===== src/design/connection_table_wildcard_lookup_defines.svh =====
// Assertion helpers for the connection table lookup.
// Both macros sample on the rising edge of clk and are off while rst_n is low.
`ifndef CONNECTION_TABLE_WILDCARD_LOOKUP_DEFINES_SVH
`define CONNECTION_TABLE_WILDCARD_LOOKUP_DEFINES_SVH

// Check a consequent in the same cycle as its antecedent.
`define CTWL_ASSERT_SAME(label, ante, cons, msg) \
    label: assert property (@(posedge clk) disable iff (!rst_n) (ante) |-> (cons)) \
        else $error(msg);

// Check a consequent in the cycle after its antecedent.
`define CTWL_ASSERT_NEXT(label, ante, cons, msg) \
    label: assert property (@(posedge clk) disable iff (!rst_n) (ante) |=> (cons)) \
        else $error(msg);

`endif


===== src/design/ctwl_pkg.sv =====
`timescale 1ns / 1ps

package ctwl_pkg;

    // Fixed field widths
    localparam int SLOT_W  = 5;
    localparam int PORT_W  = 16;
    localparam int ADDR_W  = 32;
    localparam int SCORE_W = 3;

    // Score that marks a rejected slot; never chosen
    localparam logic [SCORE_W-1:0] NO_MATCH_SCORE = 3'd5;

    // Reset value of the network mask
    localparam logic [ADDR_W-1:0] NET_MASK_RESET = 32'hFFFF_FF00;

    // Operation codes
    localparam logic OP_WRITE  = 1'b0;
    localparam logic OP_LOOKUP = 1'b1;

    // Fields stored in one slot
    typedef struct packed {
        logic [PORT_W-1:0] local_port;
        logic [ADDR_W-1:0] local_addr;
        logic [ADDR_W-1:0] foreign_addr;
        logic [PORT_W-1:0] foreign_port;
    } entry_t;

    // Lookup query, held for the whole scan
    typedef struct packed {
        logic [PORT_W-1:0] local_port;
        logic [ADDR_W-1:0] local_addr;
        logic [ADDR_W-1:0] net_part;
        logic [ADDR_W-1:0] foreign_addr;
        logic [PORT_W-1:0] foreign_port;
    } query_t;

    // Running best match, handed from cell to cell
    typedef struct packed {
        logic               active;
        logic               stop;
        logic               hit;
        logic [SCORE_W-1:0] score;
        logic [SLOT_W-1:0]  slot;
    } token_t;

endpackage


===== src/design/ctwl_cell.sv =====
`timescale 1ns / 1ps

module ctwl_cell
    import ctwl_pkg::*;
#(
    parameter int IDX = 0
)
(
    input  logic   clk,
    input  logic   rst_n,
    input  logic   wr_en,
    input  logic   wr_eligible,
    input  entry_t wr_entry,
    input  query_t query,
    input  token_t tok_in,
    output token_t tok_out
);

    localparam logic [SLOT_W-1:0] TAG = SLOT_W'(IDX);

    logic   valid_reg;
    entry_t entry_reg;
    token_t tok_reg;
    token_t tok_next;
    logic [SCORE_W-1:0] score;

    // Score this slot against the query; rejected slots get NO_MATCH_SCORE
    function automatic logic [SCORE_W-1:0] calc_score(entry_t e, query_t q);
        logic [SCORE_W-1:0] w;
        logic               rej;
        w   = '0;
        rej = 1'b0;
        if (e.local_port != '0)
        begin
            if (e.local_port != q.local_port)
                rej = 1'b1;
        end
        else
            w = w + 3'd1;

        if (e.local_addr == q.net_part)
            w = w + 3'd1;
        else if (e.local_addr != '0)
        begin
            if (q.local_addr == '0)
                w = w + 3'd2;
            else if (e.local_addr != q.local_addr)
                rej = 1'b1;
        end
        else if (q.local_addr != '0)
            w = w + 3'd2;

        if (e.foreign_addr != '0)
        begin
            if (q.foreign_addr == '0)
                w = w + 3'd2;
            else if (e.foreign_addr != q.foreign_addr ||
                     e.foreign_port != q.foreign_port)
                rej = 1'b1;
        end
        else if (q.foreign_addr != '0)
            w = w + 3'd2;

        return rej ? NO_MATCH_SCORE : w;
    endfunction

    assign score = calc_score(entry_reg, query);

    // Take over the running best when this slot scores lower
    always_comb
    begin
        tok_next = tok_in;
        if (tok_in.active && !tok_in.stop && valid_reg && score < tok_in.score)
        begin
            tok_next.score = score;
            tok_next.slot  = TAG;
            tok_next.hit   = 1'b1;
            tok_next.stop  = (score == '0);
        end
    end

    // Hold the eligible bit and pass the token on
    always_ff @(posedge clk or negedge rst_n)
    begin
        if (!rst_n)
        begin
            valid_reg <= 1'b0;
            tok_reg   <= '0;
        end
        else
        begin
            if (wr_en)
                valid_reg <= wr_eligible;
            tok_reg <= tok_next;
        end
    end

    // Slot fields, undefined until written
    always_ff @(posedge clk)
    begin
        if (wr_en)
            entry_reg <= wr_entry;
    end

    assign tok_out = tok_reg;

endmodule

===== config.mk =====
export PLATFORM = sky130hd
export DESIGN_NAME = ctwl_cell
export DESIGN_NICKNAME = d
export VERILOG_FILES = /design/src/design/connection_table_wildcard_lookup_defines.svh /design/src/design/ctwl_pkg.sv /design/src/design/ctwl_cell.sv
export SDC_FILE = /design/constraint.sdc
export NUM_CORES = 1
export LEC_CHECK = 0
export BUFFER_PORTS_ARGS = -buffer_cell sky130_fd_sc_hd__buf_4
export CAP_MARGIN = 10
export CORE_MARGIN = 3
export CORE_UTILIZATION = 47
export CTS_BUF_LIST = sky130_fd_sc_hd__clkbuf_16
export DETAILED_ROUTE_END_ITERATION = 6
export MAX_ROUTING_LAYER = met4
export PLACE_DENSITY = 0.81
export RECOVER_POWER = 100
export SLEW_MARGIN = 20
export SYNTH_ARGS = -nofsm -noshare
export SYNTH_HDL_FRONTEND = slang
export SYNTH_SLANG_ARGS = --single-unit

===== constraint.sdc =====
create_clock -name clk -period 3.8 [get_ports clk]
set_input_delay 0.19 -clock clk [delete_from_list [all_inputs] [get_ports clk]]
set_output_delay 0.19 -clock clk [all_outputs]
set_load 0.05 [all_outputs]

Yosys cells after proc, flatten, opt, wreduce, memory -nomap -nowiden
Cells that the tools add are included.
{ "word_totals": {"regBits": 108, "latchBits": 0, "ram_bits": 0, "romBits": 0, "elab_cells": 51, "memories": 0} }
{ "classes": {"addsub": 3, "n_mul": 0, "div_mod_pow": 0, "order_cmp": 1, "n_eq_ne": 5, "n_shift": 0, "mux": 19, "n_bitwise": 0, "reduce_logical": 13} }
{ "ops": {"columns": ["cell", "count"], "rows": [
  ["$reduce_bool 32->1", 4],
  ["$logic_not 32->1", 2],
  ["$ne 32x32->1", 2],
  ["$eq 32x32->1", 1],
  ["$ne 16x16->1", 2],
  ["$mux 3", 8],
  ["$reduce_bool 16->1", 1],
  ["$mux 1", 10],
  ["$mux 10", 1],
  ["$add 3x2->3 const B", 2],
  ["$add 3x1->3 const B", 1],
  ["$logic_and 1x1->1", 3],
  ["$logic_not 3->1", 1],
  ["$lt 3x3->1", 1],
  ["$logic_not 1->1", 1],
  ["$logic_or 1x1->1", 1]
]} }

Logic depth before layout (Yosys ltp)
{ "logic_depth": {"word_depth": 14, "depth_mapped": 16} }

Worst setup path after synthesis
Ideal clock, no wire load.
{ "synth_timing": {"path_type": "flip-flop to flip-flop", "from": "reg entry_reg[65] (netlist bit)", "to": "reg tok_reg, in the netlist tok_out[5]", "setup_ns": 0.125, "arrival_ns": 3.014, "setup_slack_ns": 0.661, "path_stages_with_launch": 14, "n_path_buf": 0, "synth_period_minus_slack_ns": 3.139, "cell_sequence": "edfxtp_1 xnor2_1 nand4_1 nor4_1 nand2_1 o21ai_0 ha_1 xnor2_1 and2_2 ha_1 a21oi_1 a21boi_0 a41oi_4 mux2_2"} }
{ "synth_rtl": {"columns": ["element", "line", "rtl"], "rows": [
  ["start: declaration", "ctwl_cell.sv:22", "entry_t entry_reg;"],
  ["start signal: assignment", "ctwl_cell.sv:102", "entry_reg <= wr_entry;"],
  ["end signal: assignment", "ctwl_cell.sv:94", "tok_reg <= tok_next;"],
  ["end: declaration", "ctwl_cell.sv:23", "token_t tok_reg;"]
]} }

==> results.json <==
{
  "cts_inserted_buffers": 9,
  "start_kind": "flip-flop",
  "required_ps": 4030,
  "viasPerCell": 5.30,
  "floorplan.initialDensity_pct": 49.2,
  "chipWidth_microns": 111,
  "violations": "max-capacitance violations, max-slew violations",
  "slew_headroom_pct": -36.1,
  "post_cts_buffers": 0,
  "first_global_vias": 4347,
  "dieArea_sq_um": 12300,
  "grt-ovfl-total": 0,
  "synth_cell_type_count": 24,
  "rsz0062_at_grt": "no",
  "area_delta_synth_final_pct": 45.2,
  "cts_max_level": 3,
  "dpl.hpwl_microns": 12700,
  "cts_buffer_depth": 2,
  "post-route-min-period_ps": 3510,
  "finalClockSkew_ps": 9.67,
  "syn_area_sq_um": 5170,
  "hold_violations": 0,
  "fin_crit_sh_pct": 92.5,
  "worst_pin_slew_ps": 2040,
  "fin_tns_setup_ps": 0,
  "nets": 874,
  "die_y_microns": 111,
  "p_leak_nw": 2.82,
  "portBuffers": 249,
  "layout_commonest_cell": "buf_4",
  "antenna_found_initial": 0,
  "max_cap_violations": 1,
  "cp-end-kind": "flip-flop",
  "synth-seq-cells": 108,
  "grt_pass1_wl_microns": 23500,
  "num_vias": 4088,
  "std_cell_rows": 37,
  "syn_avg_cell_area_sq_um": 14.2,
  "track_usage_pct": 25.7,
  "p_total_mw": 2.86,
  "ir_drop_mv": 0.333,
  "maxSlewViolCount": 81,
  "postRouteAntennaNets": 0,
  "status": "complete, but fails checks",
  "gp_congestion": 0.998,
  "crit_type": "reg2reg",
  "synth_cells": 364,
  "largest_reg_flops": 96,
  "dr.pass1.iters": 4,
  "drc": 0,
  "final_cell_mix": "buf_4, xnor2_1, edfxtp_1, clkbuf_4, nor4_1",
  "root_buffer": "clkbuf_16",
  "fmax_ghz": 0.285,
  "power.density_nw_per_um2": 381,
  "min_path_type": "in2reg",
  "diodes": 0,
  "core_sq_um": 10500,
  "final_layout_size_suffix_gt1_share_pct": 41.2,
  "yosysSeqAreaShare_pct": 61.6,
  "setup_violations": 0,
  "clkSinkCount": 108,
  "clk_pin_slew_worst_paths_ps": 70,
  "hold_ws_ps": 35.9,
  "worstPathMaxFanout": 10,
  "drt_wl_total_microns": 15400,
  "syn_nets": 607,
  "ios": 250,
  "clock_latency_ps": 350,
  "critical_path_arrival_ps": 3740,
  "grt_max_degree": 81,
  "drtIter0Drc": 233,
  "ys_warn_count": 0,
  "cts_tree": "done",
  "post_drt_wl_per_cell_microns": 20.0
}
worst max-delay path, cell delays in order (launching register included):
cell and delay, ps:
edfxtp_1 480, xnor2_1 200, nand4_1 180, nor4_1 240
nand2_1 200, o21ai_0 290, ha_1 290, xnor2_1 140
and2_2 210, ha_1 180, a21oi_1 250, a21boi_1 300
a41oi_4 100, mux2_2 320
through the flow:
step                utilization (%)  setup slack (ps)  instance area [sq um]  std cells
finish                         71.4               286                   7510        772
global route                   71.4              12.6                   7510        772
CTS                            71.7               129                   7530        769
detailed placement             68.8               160                   7230        751
global placement               68.8               268                   7230        751
floorplan                         -               661                   5170        364
area by class of cell:
type	count	area, sq um
Clock buffer	9	225
Clock inverter	7	58.8
Fill cell	726	3000
Inverter	5	18.8
Multi-Input combinational cell	251	1980
Sequential cell	108	3180
Tap cell	136	170
Timing Repair Buffer	256	1880
cell families (layout without fill, tap and decap cells):
family,Yosys count,count (layout),synth area share (%)
compound gates,9,9,1.69
simple gates,102,102,12.2
mux,5,5,1.06
buf+inv,5,277,0.363
xor+xnor,131,131,22.2
fa+ha+maj,4,4,0.968
flops,108,108,61.6
path summary, 6_finish.rpt:
check                         startpoint            end  slack (ps)  depth (start not counted)
max                        entry_reg[79]     tok_out[7]         290                         13
min                         wr_entry[36]  entry_reg[36]          40                          1
max reg2reg                entry_reg[79]     tok_out[7]         290                         13
min reg2reg                    valid_reg      valid_reg         540                          1
max in group asynchronous          rst_n     tok_out[7]        3040                          2
min in group asynchronous          rst_n     tok_out[5]         370                          2
routing by layer:
metal	up-vias	part of all wire [%]	GRT usage, %
li1	1927	-	-
met1	1896	38	30.6
met2	248	51	43.4
met3	17	9.7	7.26
met4	0	1.3	6.40
met5	-	0	-
what timing repair did:
action	4_1_cts	5_1_grt
endpoints found under the setup margin	0	9
endpoints found under the hold margin	13	3
gates resized for setup	0	2
hold buffers	2	3
where the power goes:
group | total, mW | internal (mW) | switching, mW
logic | 0.479 | 0.281 | 0.198
registers | 1.48 | 1.40 | 0.0741
clock network | 0.905 | 0.502 | 0.403
cells in the mapped netlist, drive strengths merged:
cell	instances	area [sq um]
nor4	45	282
inv	5	18.8
edfxtp	96	2880
mux2i	1	10.0
nand2	5	18.8
xor2	9	78.8
nor2	4	17.5
nand4b	1	8.76
or2b	1	7.51
and2	6	45.0
a21boi	1	7.51
dfrtp	12	300
xnor2	122	1070
a311oi	1	8.76
a41oi	1	27.5
a21oi	1	5.00
ha	4	50.1
mux2	4	45.0
o31a	1	8.76
nand4	40	250
o21ai	2	10.0
a211oi	2	20.0
No activity file was read; power rests on OpenSTA's default activity.
